**src/hw/rtl/ess_pkg.sv**
```systemverilog
// Shared types, widths and constants for the encoder speed scaler.
`timescale 1ns / 1ps

package ess_pkg;

    localparam int COUNT_WIDTH   = 16;
    localparam int TIME_W        = 32;
    localparam int ENC_W         = 16;
    localparam int CPR_W         = 16;
    localparam int MAXRPM_W      = 16;
    localparam int FS_W          = 10;
    localparam int MINIV_W       = 10;
    localparam int OUT_W         = FS_W + 1;
    localparam int RPM_FACTOR_W  = 16;
    localparam int PM_W          = CPR_W + MAXRPM_W;
    localparam int DEN_W         = PM_W + TIME_W;
    localparam int RATE_W        = COUNT_WIDTH + RPM_FACTOR_W;
    localparam int NUM_W         = RATE_W + FS_W;
    localparam int QW            = FS_W;
    localparam int QCNT_W        = $clog2(QW);
    localparam int APB_DATA_W    = 32;
    localparam int APB_ADDR_W    = 4;

    localparam logic [RPM_FACTOR_W-1:0] RPM_FACTOR = 16'd60000;

    localparam logic [CPR_W-1:0]    CPR_RESET    = 16'd350;
    localparam logic [MAXRPM_W-1:0] MAXRPM_RESET = 16'd600;
    localparam logic [FS_W-1:0]     FS_RESET     = 10'd999;
    localparam logic [MINIV_W-1:0]  MINIV_RESET  = 10'd1;

    typedef enum logic [1:0] {
        REG_COUNTS_PER_REV  = 2'd0,
        REG_MAX_RPM         = 2'd1,
        REG_FULL_SCALE      = 2'd2,
        REG_MIN_INTERVAL_MS = 2'd3
    } t_reg;

    typedef enum logic [2:0] {
        OP_NOP,
        OP_DELTA,
        OP_MUL,
        OP_CHECK,
        OP_LOAD,
        OP_DIV,
        OP_EMIT,
        OP_REPEAT
    } t_op;

    typedef enum logic [1:0] {
        COND_NONE,
        COND_SOON,
        COND_TRIVIAL,
        COND_MORE
    } t_cond;

    typedef struct packed {
        logic [CPR_W-1:0]    counts_per_rev;
        logic [MAXRPM_W-1:0] max_rpm;
        logic [FS_W-1:0]     full_scale;
        logic [MINIV_W-1:0]  min_interval_ms;
    } t_cfg;

    typedef struct packed {
        logic load;
        logic fire;
        t_op  op;
    } t_ctrl;

    typedef struct packed {
        logic soon;
        logic trivial;
        logic more;
        logic slot_free;
    } t_stat;

endpackage

```
**src/hw/rtl/encoder_speed_scaler.sv**
```systemverilog
// A transaction runs through the microcode steps delta, multiply, check, load, the divide
// loop and emit; a zero or saturated speed skips the divide, a too-soon sample repeats.
// No new transaction is taken until the last one has left its final step, which comes
// after the ten-step shift-subtract divide loop of the microcode; the output register
// frees the input side.
// Reset (synchronous, active low): registers return to 350/600/999/1, stored count,
// time and result clear to zero, the sequencer idles and o_valid drops.
`timescale 1ns / 1ps

module encoder_speed_scaler (
    input  logic                                i_clk,
    input  logic                                i_rst_n,
    input  logic                                psel,
    input  logic                                penable,
    input  logic                                pwrite,
    input  logic [ess_pkg::APB_ADDR_W-1:0]      paddr,
    input  logic [ess_pkg::APB_DATA_W-1:0]      pwdata,
    output logic [ess_pkg::APB_DATA_W-1:0]      prdata,
    output logic                                pready,
    input  logic                                i_valid,
    output logic                                o_stall,
    input  logic [ess_pkg::TIME_W-1:0]          i_time_ms,
    input  logic [ess_pkg::ENC_W-1:0]           i_encoder_count,
    output logic                                o_valid,
    input  logic                                i_stall,
    output logic signed [ess_pkg::OUT_W-1:0]    o_scaled_speed
);

    ess_pkg::t_cfg  cfg;
    ess_pkg::t_ctrl ctrl;
    ess_pkg::t_stat stat;
    logic           busy;

    ess_cfg_regs u_cfg (
        .i_clk   (i_clk),
        .i_rst_n (i_rst_n),
        .psel    (psel),
        .penable (penable),
        .pwrite  (pwrite),
        .paddr   (paddr),
        .pwdata  (pwdata),
        .prdata  (prdata),
        .pready  (pready),
        .o_cfg   (cfg)
    );

    ess_sequencer u_seq (
        .i_clk   (i_clk),
        .i_rst_n (i_rst_n),
        .i_valid (i_valid),
        .i_stat  (stat),
        .o_ctrl  (ctrl),
        .o_busy  (busy)
    );

    ess_datapath u_dp (
        .i_clk           (i_clk),
        .i_rst_n         (i_rst_n),
        .i_cfg           (cfg),
        .i_ctrl          (ctrl),
        .i_time_ms       (i_time_ms),
        .i_encoder_count (i_encoder_count),
        .i_stall         (i_stall),
        .o_stat          (stat),
        .o_valid         (o_valid),
        .o_scaled_speed  (o_scaled_speed)
    );

    assign o_stall = busy;

endmodule

```
**src/hw/rtl/ess_cfg_regs.sv**
```systemverilog
// APB configuration register file for the encoder speed scaler.
`timescale 1ns / 1ps

module ess_cfg_regs (
    input  logic                              i_clk,
    input  logic                              i_rst_n,
    input  logic                              psel,
    input  logic                              penable,
    input  logic                              pwrite,
    input  logic [ess_pkg::APB_ADDR_W-1:0]    paddr,
    input  logic [ess_pkg::APB_DATA_W-1:0]    pwdata,
    output logic [ess_pkg::APB_DATA_W-1:0]    prdata,
    output logic                              pready,
    output ess_pkg::t_cfg                     o_cfg
);

    logic [ess_pkg::CPR_W-1:0]    r_cpr;
    logic [ess_pkg::MAXRPM_W-1:0] r_max_rpm;
    logic [ess_pkg::FS_W-1:0]     r_full_scale;
    logic [ess_pkg::MINIV_W-1:0]  r_min_iv;
    ess_pkg::t_reg                reg_sel;
    logic                         wr_en;

    assign reg_sel = ess_pkg::t_reg'(paddr[3:2]);
    assign pready  = 1'b1;
    assign wr_en   = psel && penable && pwrite && pready;

    always_ff @(posedge i_clk) begin
        if (!i_rst_n) begin
            r_cpr        <= ess_pkg::CPR_RESET;
            r_max_rpm    <= ess_pkg::MAXRPM_RESET;
            r_full_scale <= ess_pkg::FS_RESET;
            r_min_iv     <= ess_pkg::MINIV_RESET;
        end else if (wr_en) begin
            case (reg_sel)
                ess_pkg::REG_COUNTS_PER_REV:  r_cpr        <= pwdata[ess_pkg::CPR_W-1:0];
                ess_pkg::REG_MAX_RPM:         r_max_rpm    <= pwdata[ess_pkg::MAXRPM_W-1:0];
                ess_pkg::REG_FULL_SCALE:      r_full_scale <= pwdata[ess_pkg::FS_W-1:0];
                ess_pkg::REG_MIN_INTERVAL_MS: r_min_iv     <= pwdata[ess_pkg::MINIV_W-1:0];
                default: ;
            endcase
        end
    end

    always_comb begin
        case (reg_sel)
            ess_pkg::REG_COUNTS_PER_REV:  prdata = ess_pkg::APB_DATA_W'(r_cpr);
            ess_pkg::REG_MAX_RPM:         prdata = ess_pkg::APB_DATA_W'(r_max_rpm);
            ess_pkg::REG_FULL_SCALE:      prdata = ess_pkg::APB_DATA_W'(r_full_scale);
            ess_pkg::REG_MIN_INTERVAL_MS: prdata = ess_pkg::APB_DATA_W'(r_min_iv);
            default:                      prdata = '0;
        endcase
    end

    assign o_cfg.counts_per_rev  = r_cpr;
    assign o_cfg.max_rpm         = r_max_rpm;
    assign o_cfg.full_scale      = r_full_scale;
    assign o_cfg.min_interval_ms = r_min_iv;

endmodule

```
**src/hw/rtl/ess_sequencer.sv**
```systemverilog
// Microcode ROM, step counter and jump logic for the encoder speed scaler.
`timescale 1ns / 1ps

module ess_sequencer (
    input  logic           i_clk,
    input  logic           i_rst_n,
    input  logic           i_valid,
    input  ess_pkg::t_stat i_stat,
    output ess_pkg::t_ctrl o_ctrl,
    output logic           o_busy
);

    localparam int STEP_W = 3;

    typedef struct packed {
        ess_pkg::t_op     op;
        ess_pkg::t_cond   cond;
        logic [STEP_W-1:0] target;
        logic             last;
        logic             wait_out;
    } t_uword;

    function automatic t_uword ucode(input logic [STEP_W-1:0] step);
        t_uword w;
        w = '{op: ess_pkg::OP_NOP, cond: ess_pkg::COND_NONE, target: '0,
              last: 1'b1, wait_out: 1'b0};
        case (step)
            3'd0: w = '{ess_pkg::OP_DELTA,  ess_pkg::COND_NONE,    3'd0, 1'b0, 1'b0};
            3'd1: w = '{ess_pkg::OP_MUL,    ess_pkg::COND_SOON,    3'd6, 1'b0, 1'b0};
            3'd2: w = '{ess_pkg::OP_CHECK,  ess_pkg::COND_NONE,    3'd0, 1'b0, 1'b0};
            3'd3: w = '{ess_pkg::OP_LOAD,   ess_pkg::COND_TRIVIAL, 3'd5, 1'b0, 1'b0};
            3'd4: w = '{ess_pkg::OP_DIV,    ess_pkg::COND_MORE,    3'd4, 1'b0, 1'b0};
            3'd5: w = '{ess_pkg::OP_EMIT,   ess_pkg::COND_NONE,    3'd0, 1'b1, 1'b1};
            3'd6: w = '{ess_pkg::OP_REPEAT, ess_pkg::COND_NONE,    3'd0, 1'b1, 1'b1};
            default: ;
        endcase
        return w;
    endfunction

    logic              r_busy;
    logic [STEP_W-1:0] r_step;
    logic [STEP_W-1:0] n_step;
    t_uword            uw;
    logic              fire;
    logic              take;
    logic              jump;

    assign uw   = ucode(r_step);
    assign fire = r_busy && (!uw.wait_out || i_stat.slot_free);

    always_comb begin
        case (uw.cond)
            ess_pkg::COND_NONE:    take = 1'b0;
            ess_pkg::COND_SOON:    take = i_stat.soon;
            ess_pkg::COND_TRIVIAL: take = i_stat.trivial;
            ess_pkg::COND_MORE:    take = i_stat.more;
            default:               take = 1'b0;
        endcase
    end

    assign jump   = take;
    assign n_step = jump ? uw.target : r_step + STEP_W'(1);

    always_ff @(posedge i_clk) begin
        if (!i_rst_n) begin
            r_busy <= 1'b0;
            r_step <= '0;
        end else if (!r_busy) begin
            if (i_valid) begin
                r_busy <= 1'b1;
                r_step <= '0;
            end
        end else if (fire) begin
            if (uw.last) begin
                r_busy <= 1'b0;
                r_step <= '0;
            end else begin
                r_step <= n_step;
            end
        end
    end

    assign o_ctrl.load = !r_busy && i_valid;
    assign o_ctrl.fire = fire;
    assign o_ctrl.op   = uw.op;
    assign o_busy      = r_busy;

`ifndef SYNTH
    a_busy_ends_on_last: assert property (@(posedge i_clk) disable iff (!i_rst_n)
        $fell(r_busy) && $past(i_rst_n) |-> $past(fire && uw.last))
        else $error("sequencer left a program without its last step");
    a_step_holds: assert property (@(posedge i_clk) disable iff (!i_rst_n)
        r_busy && !fire |=> $stable(r_step))
        else $error("step counter moved on a stalled step");
    a_div_loops_to_self: assert property (@(posedge i_clk) disable iff (!i_rst_n)
        fire && uw.op == ess_pkg::OP_DIV && i_stat.more |=> uw.op == ess_pkg::OP_DIV)
        else $error("divide loop exited early");
`endif

endmodule

```
**src/hw/rtl/ess_datapath.sv**
```systemverilog
// Delta, multiply, serial divide and result registers of the speed scaler.
`timescale 1ns / 1ps

module ess_datapath (
    input  logic                                i_clk,
    input  logic                                i_rst_n,
    input  ess_pkg::t_cfg                       i_cfg,
    input  ess_pkg::t_ctrl                      i_ctrl,
    input  logic [ess_pkg::TIME_W-1:0]          i_time_ms,
    input  logic [ess_pkg::ENC_W-1:0]           i_encoder_count,
    input  logic                                i_stall,
    output ess_pkg::t_stat                      o_stat,
    output logic                                o_valid,
    output logic signed [ess_pkg::OUT_W-1:0]    o_scaled_speed
);

    localparam int CW = ess_pkg::COUNT_WIDTH;

    logic [ess_pkg::TIME_W-1:0] r_time;
    logic [CW-1:0]              r_count;
    logic [CW-1:0]              r_prev_count;
    logic [ess_pkg::TIME_W-1:0] r_prev_time;
    logic [ess_pkg::OUT_W-1:0]  r_prev_result;
    logic [ess_pkg::TIME_W-1:0] r_dt;
    logic                       r_soon;
    logic                       r_neg;
    logic [CW-1:0]              r_mag;
    logic [ess_pkg::PM_W-1:0]   r_pm;
    logic [ess_pkg::DEN_W-1:0]  r_den;
    logic [ess_pkg::RATE_W-1:0] r_rate;
    logic [ess_pkg::NUM_W-1:0]  r_num;
    logic                       r_zero;
    logic                       r_sat;
    logic [ess_pkg::DEN_W-1:0]  r_rem;
    logic [ess_pkg::QW-1:0]     r_nlo;
    logic [ess_pkg::QW-1:0]     r_quo;
    logic [ess_pkg::QCNT_W-1:0] r_cnt;
    logic                       r_out_valid;
    logic [ess_pkg::OUT_W-1:0]  r_out;

    logic [ess_pkg::TIME_W-1:0] dt;
    logic [CW-1:0]              diff;
    logic [CW-1:0]              mag_c;
    logic [ess_pkg::DEN_W:0]    trial;
    logic [ess_pkg::DEN_W:0]    trial_sub;
    logic                       ge;
    logic [ess_pkg::DEN_W-1:0]  rem_next;
    logic [ess_pkg::FS_W-1:0]   emit_mag;
    logic [ess_pkg::OUT_W-1:0]  emit_pos;
    logic [ess_pkg::OUT_W-1:0]  result;
    logic                       slot_free;
    logic                       do_emit;
    logic                       do_repeat;

    assign dt    = r_time - r_prev_time;
    assign diff  = r_count - r_prev_count;
    assign mag_c = diff[CW-1] ? (CW'(0) - diff) : diff;

    assign trial     = {r_rem, r_nlo[ess_pkg::QW-1]};
    assign ge        = trial >= {1'b0, r_den};
    assign trial_sub = trial - {1'b0, r_den};
    assign rem_next  = ge ? trial_sub[ess_pkg::DEN_W-1:0] : trial[ess_pkg::DEN_W-1:0];

    assign emit_mag = r_zero ? '0 : (r_sat ? i_cfg.full_scale : r_quo);
    assign emit_pos = ess_pkg::OUT_W'(emit_mag);
    assign result   = r_neg ? (ess_pkg::OUT_W'(0) - emit_pos) : emit_pos;

    assign slot_free = !r_out_valid || !i_stall;
    assign do_emit   = i_ctrl.fire && (i_ctrl.op == ess_pkg::OP_EMIT);
    assign do_repeat = i_ctrl.fire && (i_ctrl.op == ess_pkg::OP_REPEAT);

    always_ff @(posedge i_clk) begin
        if (!i_rst_n) begin
            r_out_valid   <= 1'b0;
            r_prev_count  <= '0;
            r_prev_time   <= '0;
            r_prev_result <= '0;
        end else begin
            if (do_emit || do_repeat) begin
                r_out_valid <= 1'b1;
            end else if (!i_stall) begin
                r_out_valid <= 1'b0;
            end
            if (do_emit) begin
                r_prev_count  <= r_count;
                r_prev_time   <= r_time;
                r_prev_result <= result;
            end
        end
    end

    always_ff @(posedge i_clk) begin
        if (i_ctrl.load) begin
            r_time  <= i_time_ms;
            r_count <= CW'(i_encoder_count);
        end
        if (i_ctrl.fire) begin
            case (i_ctrl.op)
                ess_pkg::OP_DELTA: begin
                    r_dt   <= dt;
                    r_soon <= dt < ess_pkg::TIME_W'(i_cfg.min_interval_ms);
                    r_neg  <= diff[CW-1];
                    r_mag  <= mag_c;
                    r_pm   <= ess_pkg::PM_W'(i_cfg.counts_per_rev)
                            * ess_pkg::PM_W'(i_cfg.max_rpm);
                end
                ess_pkg::OP_MUL: begin
                    r_den  <= ess_pkg::DEN_W'(r_pm) * ess_pkg::DEN_W'(r_dt);
                    r_rate <= ess_pkg::RATE_W'(r_mag) * ess_pkg::RATE_W'(ess_pkg::RPM_FACTOR);
                end
                ess_pkg::OP_CHECK: begin
                    r_num  <= ess_pkg::NUM_W'(r_rate) * ess_pkg::NUM_W'(i_cfg.full_scale);
                    r_zero <= r_mag == '0;
                    r_sat  <= (r_den == '0) || (ess_pkg::DEN_W'(r_rate) >= r_den);
                end
                ess_pkg::OP_LOAD: begin
                    r_rem <= ess_pkg::DEN_W'(r_num >> ess_pkg::QW);
                    r_nlo <= r_num[ess_pkg::QW-1:0];
                    r_quo <= '0;
                    r_cnt <= ess_pkg::QCNT_W'(ess_pkg::QW - 1);
                end
                ess_pkg::OP_DIV: begin
                    r_rem <= rem_next;
                    r_nlo <= r_nlo << 1;
                    r_quo <= {r_quo[ess_pkg::QW-2:0], ge};
                    r_cnt <= r_cnt - ess_pkg::QCNT_W'(1);
                end
                ess_pkg::OP_EMIT:   r_out <= result;
                ess_pkg::OP_REPEAT: r_out <= r_prev_result;
                default: ;
            endcase
        end
    end

    assign o_stat.soon      = r_soon;
    assign o_stat.trivial   = r_zero || r_sat;
    assign o_stat.more      = r_cnt != '0;
    assign o_stat.slot_free = slot_free;

    assign o_valid        = r_out_valid;
    assign o_scaled_speed = r_out;

`ifndef SYNTH
    a_emit_bounded: assert property (@(posedge i_clk) disable iff (!i_rst_n)
        do_emit |-> emit_mag <= i_cfg.full_scale)
        else $error("emitted magnitude above full scale");
    a_rem_below_den: assert property (@(posedge i_clk) disable iff (!i_rst_n)
        i_ctrl.fire && i_ctrl.op == ess_pkg::OP_DIV |-> r_rem < r_den)
        else $error("divider remainder out of range");
    a_repeat_keeps_state: assert property (@(posedge i_clk) disable iff (!i_rst_n)
        do_repeat |=> $stable(r_prev_time) && $stable(r_prev_count)
                      && $stable(r_prev_result))
        else $error("too-soon sample changed stored state");
`endif

endmodule

```
**config.mk**
```make
export PLATFORM = sky130hd
export DESIGN_NAME = encoder_speed_scaler
export DESIGN_NICKNAME = d
export VERILOG_FILES = /design/src/hw/rtl/ess_pkg.sv /design/src/hw/rtl/encoder_speed_scaler.sv /design/src/hw/rtl/ess_cfg_regs.sv /design/src/hw/rtl/ess_sequencer.sv /design/src/hw/rtl/ess_datapath.sv
export SDC_FILE = /design/constraint.sdc
export NUM_CORES = 2
export LEC_CHECK = 0
export BUFFER_PORTS_ARGS = -buffer_cell sky130_fd_sc_hd__buf_2
export CORE_UTILIZATION = 25
export DETAILED_ROUTE_END_ITERATION = 7
export PLACE_DENSITY = 0.4
export SETUP_SLACK_MARGIN = 0.15
export SLEW_MARGIN = 20
export SYNTH_ARGS = -nofsm -noshare
export SYNTH_HDL_FRONTEND = slang
export SYNTH_SLANG_ARGS = --single-unit
```
**constraint.sdc**
```tcl
create_clock -name i_clk -period 10.25 [get_ports i_clk]
set_input_delay 1.5375 -clock i_clk [delete_from_list [all_inputs] [get_ports i_clk]]
set_output_delay 1.5375 -clock i_clk [all_outputs]
set_load 0.01 [all_outputs]
```
Yosys cells after proc, flatten, opt, wreduce, memory -nomap -nowiden
Cells that the tools add are included.
{"block": "word_totals", "ff_bits": 475, "input_bits": 91}
{"block": "op_classes", "mux": 24, "n_reduce_logical": 34, "n_mul": 4, "n_eq_ne": 21, "order_cmp": 3, "add_sub_neg": 7}
{"op": "case mux 32 bit (4 select lines)", "count": 1}
{"op": "case mux 64 bit (2 select lines)", "count": 1}
{"op": "case mux 10 bit (7 select lines)", "count": 1}
{"op": "greater-or-equal comparator 65 x 64 -> 1 bit", "count": 1}
{"op": "greater-or-equal comparator 32 x 64 -> 1 bit", "count": 1}
{"op": "zero test 64 bit", "count": 1}
{"op": "multiplier 32 x 32 -> 64 bit", "count": 1}
{"op": "two-way mux 64 bit", "count": 1}
{"op": "subtractor 64 bit", "count": 1}
{"op": "case mux 10 bit (2 select lines)", "count": 2}
{"op": "multiplier 27 x 10 -> 37 bit", "count": 1}
{"op": "less-than comparator 32 x 10 -> 1 bit", "count": 1}
{"op": "multiplier 16 x 16 -> 32 bit", "count": 1}
{"op": "subtractor 32 bit", "count": 1}
{"op": "multiplier 16 x 11 -> 27 bit (second input constant)", "count": 1}
{"op": "case mux 11 bit (2 select lines)", "count": 1}
{"op": "== test 3 bit (second input constant)", "count": 7}
{"op": "two-way mux 10 bit", "count": 2}
{"op": "AND reduction 2 bit", "count": 10}
{"op": "zero test 16 bit", "count": 1}
{"op": "subtractor 1 x 16 -> 16 bit (first input constant)", "count": 1}
{"op": "subtractor 16 bit", "count": 1}
{"op": "two-way mux 15 bit", "count": 1}
{"op": "two-way mux 3 bit", "count": 5}
{"op": "20 further kinds", "count": 48}

Longest topological paths before layout
{"block": "depth", "ltp_word": 8, "depth_mapped": 31}

Modules after synthesis
Synthesis repeated with hierarchy kept, for this count alone.
{"block": "hier_totals", "cells_unflattened": 8209, "area_unflattened_um2": 78071.1}
{"module": "ess_datapath", "seq_area_each_um2": 11831.3, "cells_per_inst": 7909, "instances": 1, "area_per_inst_um2": 75175.8}
{"module": "ess_cfg_regs", "seq_area_each_um2": 1041.0, "cells_per_inst": 256, "instances": 1, "area_per_inst_um2": 2531.2}
{"module": "ess_sequencer", "seq_area_each_um2": 80.1, "cells_per_inst": 44, "instances": 1, "area_per_inst_um2": 364.1}

Worst setup path before layout
OpenSTA, ideal clock, no wires.
{"block": "synth_path", "path_type": "register to register", "startpoint": "register u_seq.r_step[0]", "endpoint": "register u_dp.r_den[0] in the netlist's numbering, enable pin", "setup_slack_ps": -810, "t_arrival_ps": 10264, "synth_period_minus_slack_ps": 11060, "n_path_buf": 0, "path_stages_with_launch": 5, "path_cell_list": "dfxtp_1 ha_1 nor2_1 nand2_1 nor4b_1"}
{"block": "synth_via", "elab_chain_len": 6, "elab_cells_between_ends": 13}
{"element": "from (decl)", "line": "ess_sequencer.sv:41", "text": "logic [STEP_W-1:0] r_step;"}
{"element": "from (signal assigned)", "line": "ess_sequencer.sv:78", "text": "r_step <= n_step;"}
{"element": "== test 3 bit (tied with other cells)", "line": "ess_sequencer.sv:27", "text": "case (step)"}
{"element": "case mux 10 bit (7 select lines) *", "line": "ess_sequencer.sv:27"}
{"element": "zero test 1 bit", "line": "ess_sequencer.sv:49", "text": "assign fire = r_busy && (!uw.wait_out || i_stat.slot_free);"}
{"element": "logical OR 1 bit", "line": "ess_sequencer.sv:49"}
{"element": "logical AND 1 bit", "line": "ess_sequencer.sv:49"}
{"element": "AND reduction 2 bit (no source line) *"}
{"element": "to (signal assigned)", "line": "ess_datapath.sv:108", "text": "r_den <= ess_pkg::DEN_W'(r_pm) * ess_pkg::DEN_W'(r_dt);"}
{"element": "to (decl)", "line": "ess_datapath.sv:29", "text": "logic [ess_pkg::DEN_W-1:0] r_den;"}
Every way passes the cells marked *; elsewhere a longest branch is shown, timed or not.
A chain may end at the register's enable or synchronous reset.

Final worst setup path
{"block": "layout_path", "startpoint": "register u_dp.r_dt[9] in the netlist's numbering", "endpoint": "register u_dp.r_den[62] in the netlist's numbering (data pin)"}
{"block": "layout_via", "elab_chain_len": 1}
{"element": "from (decl)", "line": "ess_datapath.sv:24", "text": "logic [ess_pkg::TIME_W-1:0] r_dt;"}
{"element": "from (signal assigned)", "line": "ess_datapath.sv:100", "text": "r_dt <= dt;"}
{"element": "multiplier 32 x 32 -> 64 bit", "line": "ess_datapath.sv:108"}
No other way between the ends.

==> flow_summary.toml <==
[timing]
setup-violations-final = 0
fin_crit_ns = 9.04
worstMarginPinSlew_ns = 1.21
max_clock_freq_ghz = 0.111
finalHoldViolCount = 0
min_period_over_period = 0.882
setup_tns_ns = 0
finClkSkew_ns = 0.0382
rsz0062_at_grt = "no"
slew_viol_final = 0
relSlewSlack = 0.192

[cts]
cts_made_buffers = 59
clock_latency_ns = 0.68
cts_buffer_depth = 3
cts_sinks = 470
postCtsSetupBuffers = 0
cts_tree = "done"
postCtsHoldBufs = 0
root_buffer = "clkbuf_16"
cts_resized = 0
htree_num_levels = 2
clkTransAtPathRegs_ns = 0.07

[worst_setup_path]
worstSetupPathType = "reg -> reg"
critPathCaptureType = "flop"
r2r_end = "u_dp.r_den[62]$_DFFE_PP_"
crit_fanout = 13
crit_start = "u_dp.r_dt[9]$_DFFE_PP_"
cp-endpoint = "u_dp.r_den[62]$_DFFE_PP_"
critical_path_required_ns = 10.66
r2r_start = "u_dp.r_dt[9]$_DFFE_PP_"
r2r_cells = 25
worst-endpoint-arrival_ns = 9.46
start_kind = "flop"
rrSetupSlack_ns = 1.21

[final_layout]
final_common_cell = "inv_1"
multiInputGateArea_um2 = 57600
final_cell_mix = "inv_1, fa_1, nand2_1"
fin_nets = 10300
area_growth_pct = 9.23
nFillCells = 33200
ff_latch_area_um2 = 13000
drive_above_1_share = 0.0486

[drt]
wl_per_cell_um = 18.6
drt_iter0_drc = 2721
drc = 0
num_vias = 55100
wl_um = 230000
drt-vias-per-instance = 4.45
drtPass1Iterations = 5
antenna_left = 0

[status]
status = "finished clean"

[die]
core_area_um2 = 309000
die_w_um = 560
rows = 204
start_util = 0.252
ioPinCount = 137
die_h_um = 560
die_area_um2 = 313000

[global_route]
grt_pass1_wl_um = 363000
antenna_found_initial = 24
grt_start_max_net_pins = 117
grt_use_total = 0.149
grt_overflow_total = 0
grt_pass1_vias = 60000

[place]
port_buffers = 101
gp_congestion = 0.840
dpl.hpwl_um = 187000

[synth]
yosys_warnings = 0
synth_edf_count = 354
synth_seq_area_share = 0.166
avgSynthCellArea_um2 = 9.35
syn_area_um2 = 77800
synth_flop_cell = "edfxtp_1"
ys_types = 84
async_flop_share = 0
ys_ff_latch = 470
syn-instance-count = 8324

[job]
max_cap_violations = 0

[min_path]
holdCritPathClass = "reg -> reg"
## worst max-delay path, stage by stage, from the launching register on
cell and delay, ns:
edfxtp_1 1.09, buf_4 0.35, nand2_1 0.10, fa_1 0.53, fa_1 0.56, fa_1 0.52
fa_1 0.51, inv_1 0.05, fa_1 0.57, fa_1 0.44, fa_1 0.56, inv_1 0.07
fa_1 0.53, inv_1 0.06, ha_1 0.39, nand2_1 0.07, o21ai_0 0.34, nor2_1 0.09
nand2_1 0.08, a21oi_1 0.09, o41ai_1 0.71, o21bai_1 0.24, a21oi_1 0.42, a221o_1 0.22
a21oi_1 0.08, xnor2_1 0.14
## worst min path at each step
stage	from	end	slack [ns]	depth (start not counted)
global route	u_dp.r_prev_count[12]$_SDFFE_PN0P_	u_dp.r_prev_count[12]$_SDFFE_PN0P_	0.48	2
detailed placement	u_cfg.r_full_scale[2]$_SDFFE_PN1P_	u_cfg.r_full_scale[2]$_SDFFE_PN1P_	0.46	2
floorplan	u_dp.r_prev_count[10]$_SDFFE_PN0P_	u_dp.r_prev_count[10]$_SDFFE_PN0P_	0.44	2
finish	u_dp.r_prev_time[26]$_SDFFE_PN0P_	u_dp.r_prev_time[26]$_SDFFE_PN0P_	0.46	2
CTS	u_dp.r_prev_count[14]$_SDFFE_PN0P_	u_dp.r_prev_count[14]$_SDFFE_PN0P_	0.47	2
global placement	u_cfg.r_full_scale[0]$_SDFFE_PN1P_	u_cfg.r_full_scale[0]$_SDFFE_PN1P_	0.45	2
## synthesized netlist by cell type, drive strengths merged (42+ instances only)
master,instances,area share
a211oi,44,0.0046
a21boi,82,0.0079
a21o,121,0.012
a21oi,279,0.018
and2,846,0.068
clkbuf,401,0.019
dfxtp,116,0.030
edfxtp,354,0.14
fa,1352,0.35
ha,678,0.11
inv,1517,0.073
mux2i,68,0.0087
nand2,1141,0.055
nand3,69,0.0045
nand4,59,0.0047
nor2,244,0.012
nor2b,42,0.0034
o21ai,216,0.014
o21bai,42,0.0041
xnor2,169,0.019
xor2,92,0.010
## cells by family (layout without fill, tap and decap cells)
kind of cell    Yosys count  count (layout)  share of synthesized area
other cells               2              23                  0.0000965
buf+inv                1953            1864                     0.0953
simple gates           2579            2579                      0.162
compound gates          950             950                     0.0781
mux                      79              79                     0.0118
fa+ha+maj              2030            2030                      0.457
xor+xnor                261             261                     0.0295
flops                   470             470                      0.166
## through the flow
| step | util | worst slack, ns | hold slack, ns | area (um^2) | std cells |
|---|---|---|---|---|---|
| after floorplan | - | 2.92 | 0.443 | 77900 | 8339 |
| after detailed placement | 0.268 | 1.33 | 0.459 | 83000 | 12300 |
| after global routing | 0.275 | 0.945 | 0.482 | 85000 | 12400 |
| after global placement | 0.268 | 1.10 | 0.454 | 82900 | 12300 |
| final | 0.275 | 1.21 | 0.464 | 85000 | 12400 |
| after CTS | 0.275 | 1.28 | 0.469 | 84900 | 12400 |
## area by class of cell
| type | instances | share of cell area |
|---|---|---|
| Sequential cell | 470 | 0.152 |
| Timing Repair Buffer | 239 | 0.0196 |
| Multi-Input combinational cell | 5916 | 0.677 |
| Clock inverter | 32 | 0.00372 |
| Antenna cell | 6 | 0.000177 |
| Tap cell | 4120 | 0.0606 |
| Inverter | 1517 | 0.0670 |
| Clock buffer | 76 | 0.0191 |
## sequential cells by signal, indices dropped and copies added, names as in the netlist, 16 cells and up
| register | flops |
|---|---|
| u_dp.r_den | 64 |
| u_dp.r_rem | 64 |
| u_dp.r_num | 37 |
| u_dp.r_dt | 32 |
| u_dp.r_pm | 32 |
| u_dp.r_prev_time | 32 |
| u_dp.r_time | 32 |
| u_dp.r_rate | 27 |
| u_cfg.r_cpr | 16 |
| u_cfg.r_max_rpm | 16 |
| u_dp.r_count | 16 |
| u_dp.r_mag | 16 |
| u_dp.r_prev_count | 16 |
## metal layers
layer	vias up	GRT usage	routed length, um
li1	25600	-	-
met1	28300	0.212	112000
met2	992	0.245	105000
met3	196	0.0133	8140
met4	2	0.0269	4090
met5	-	0	8
Power is left out: the tool's default activity adds up to more than one toggle a clock period on the data nets, which glitch-free logic cannot reach.
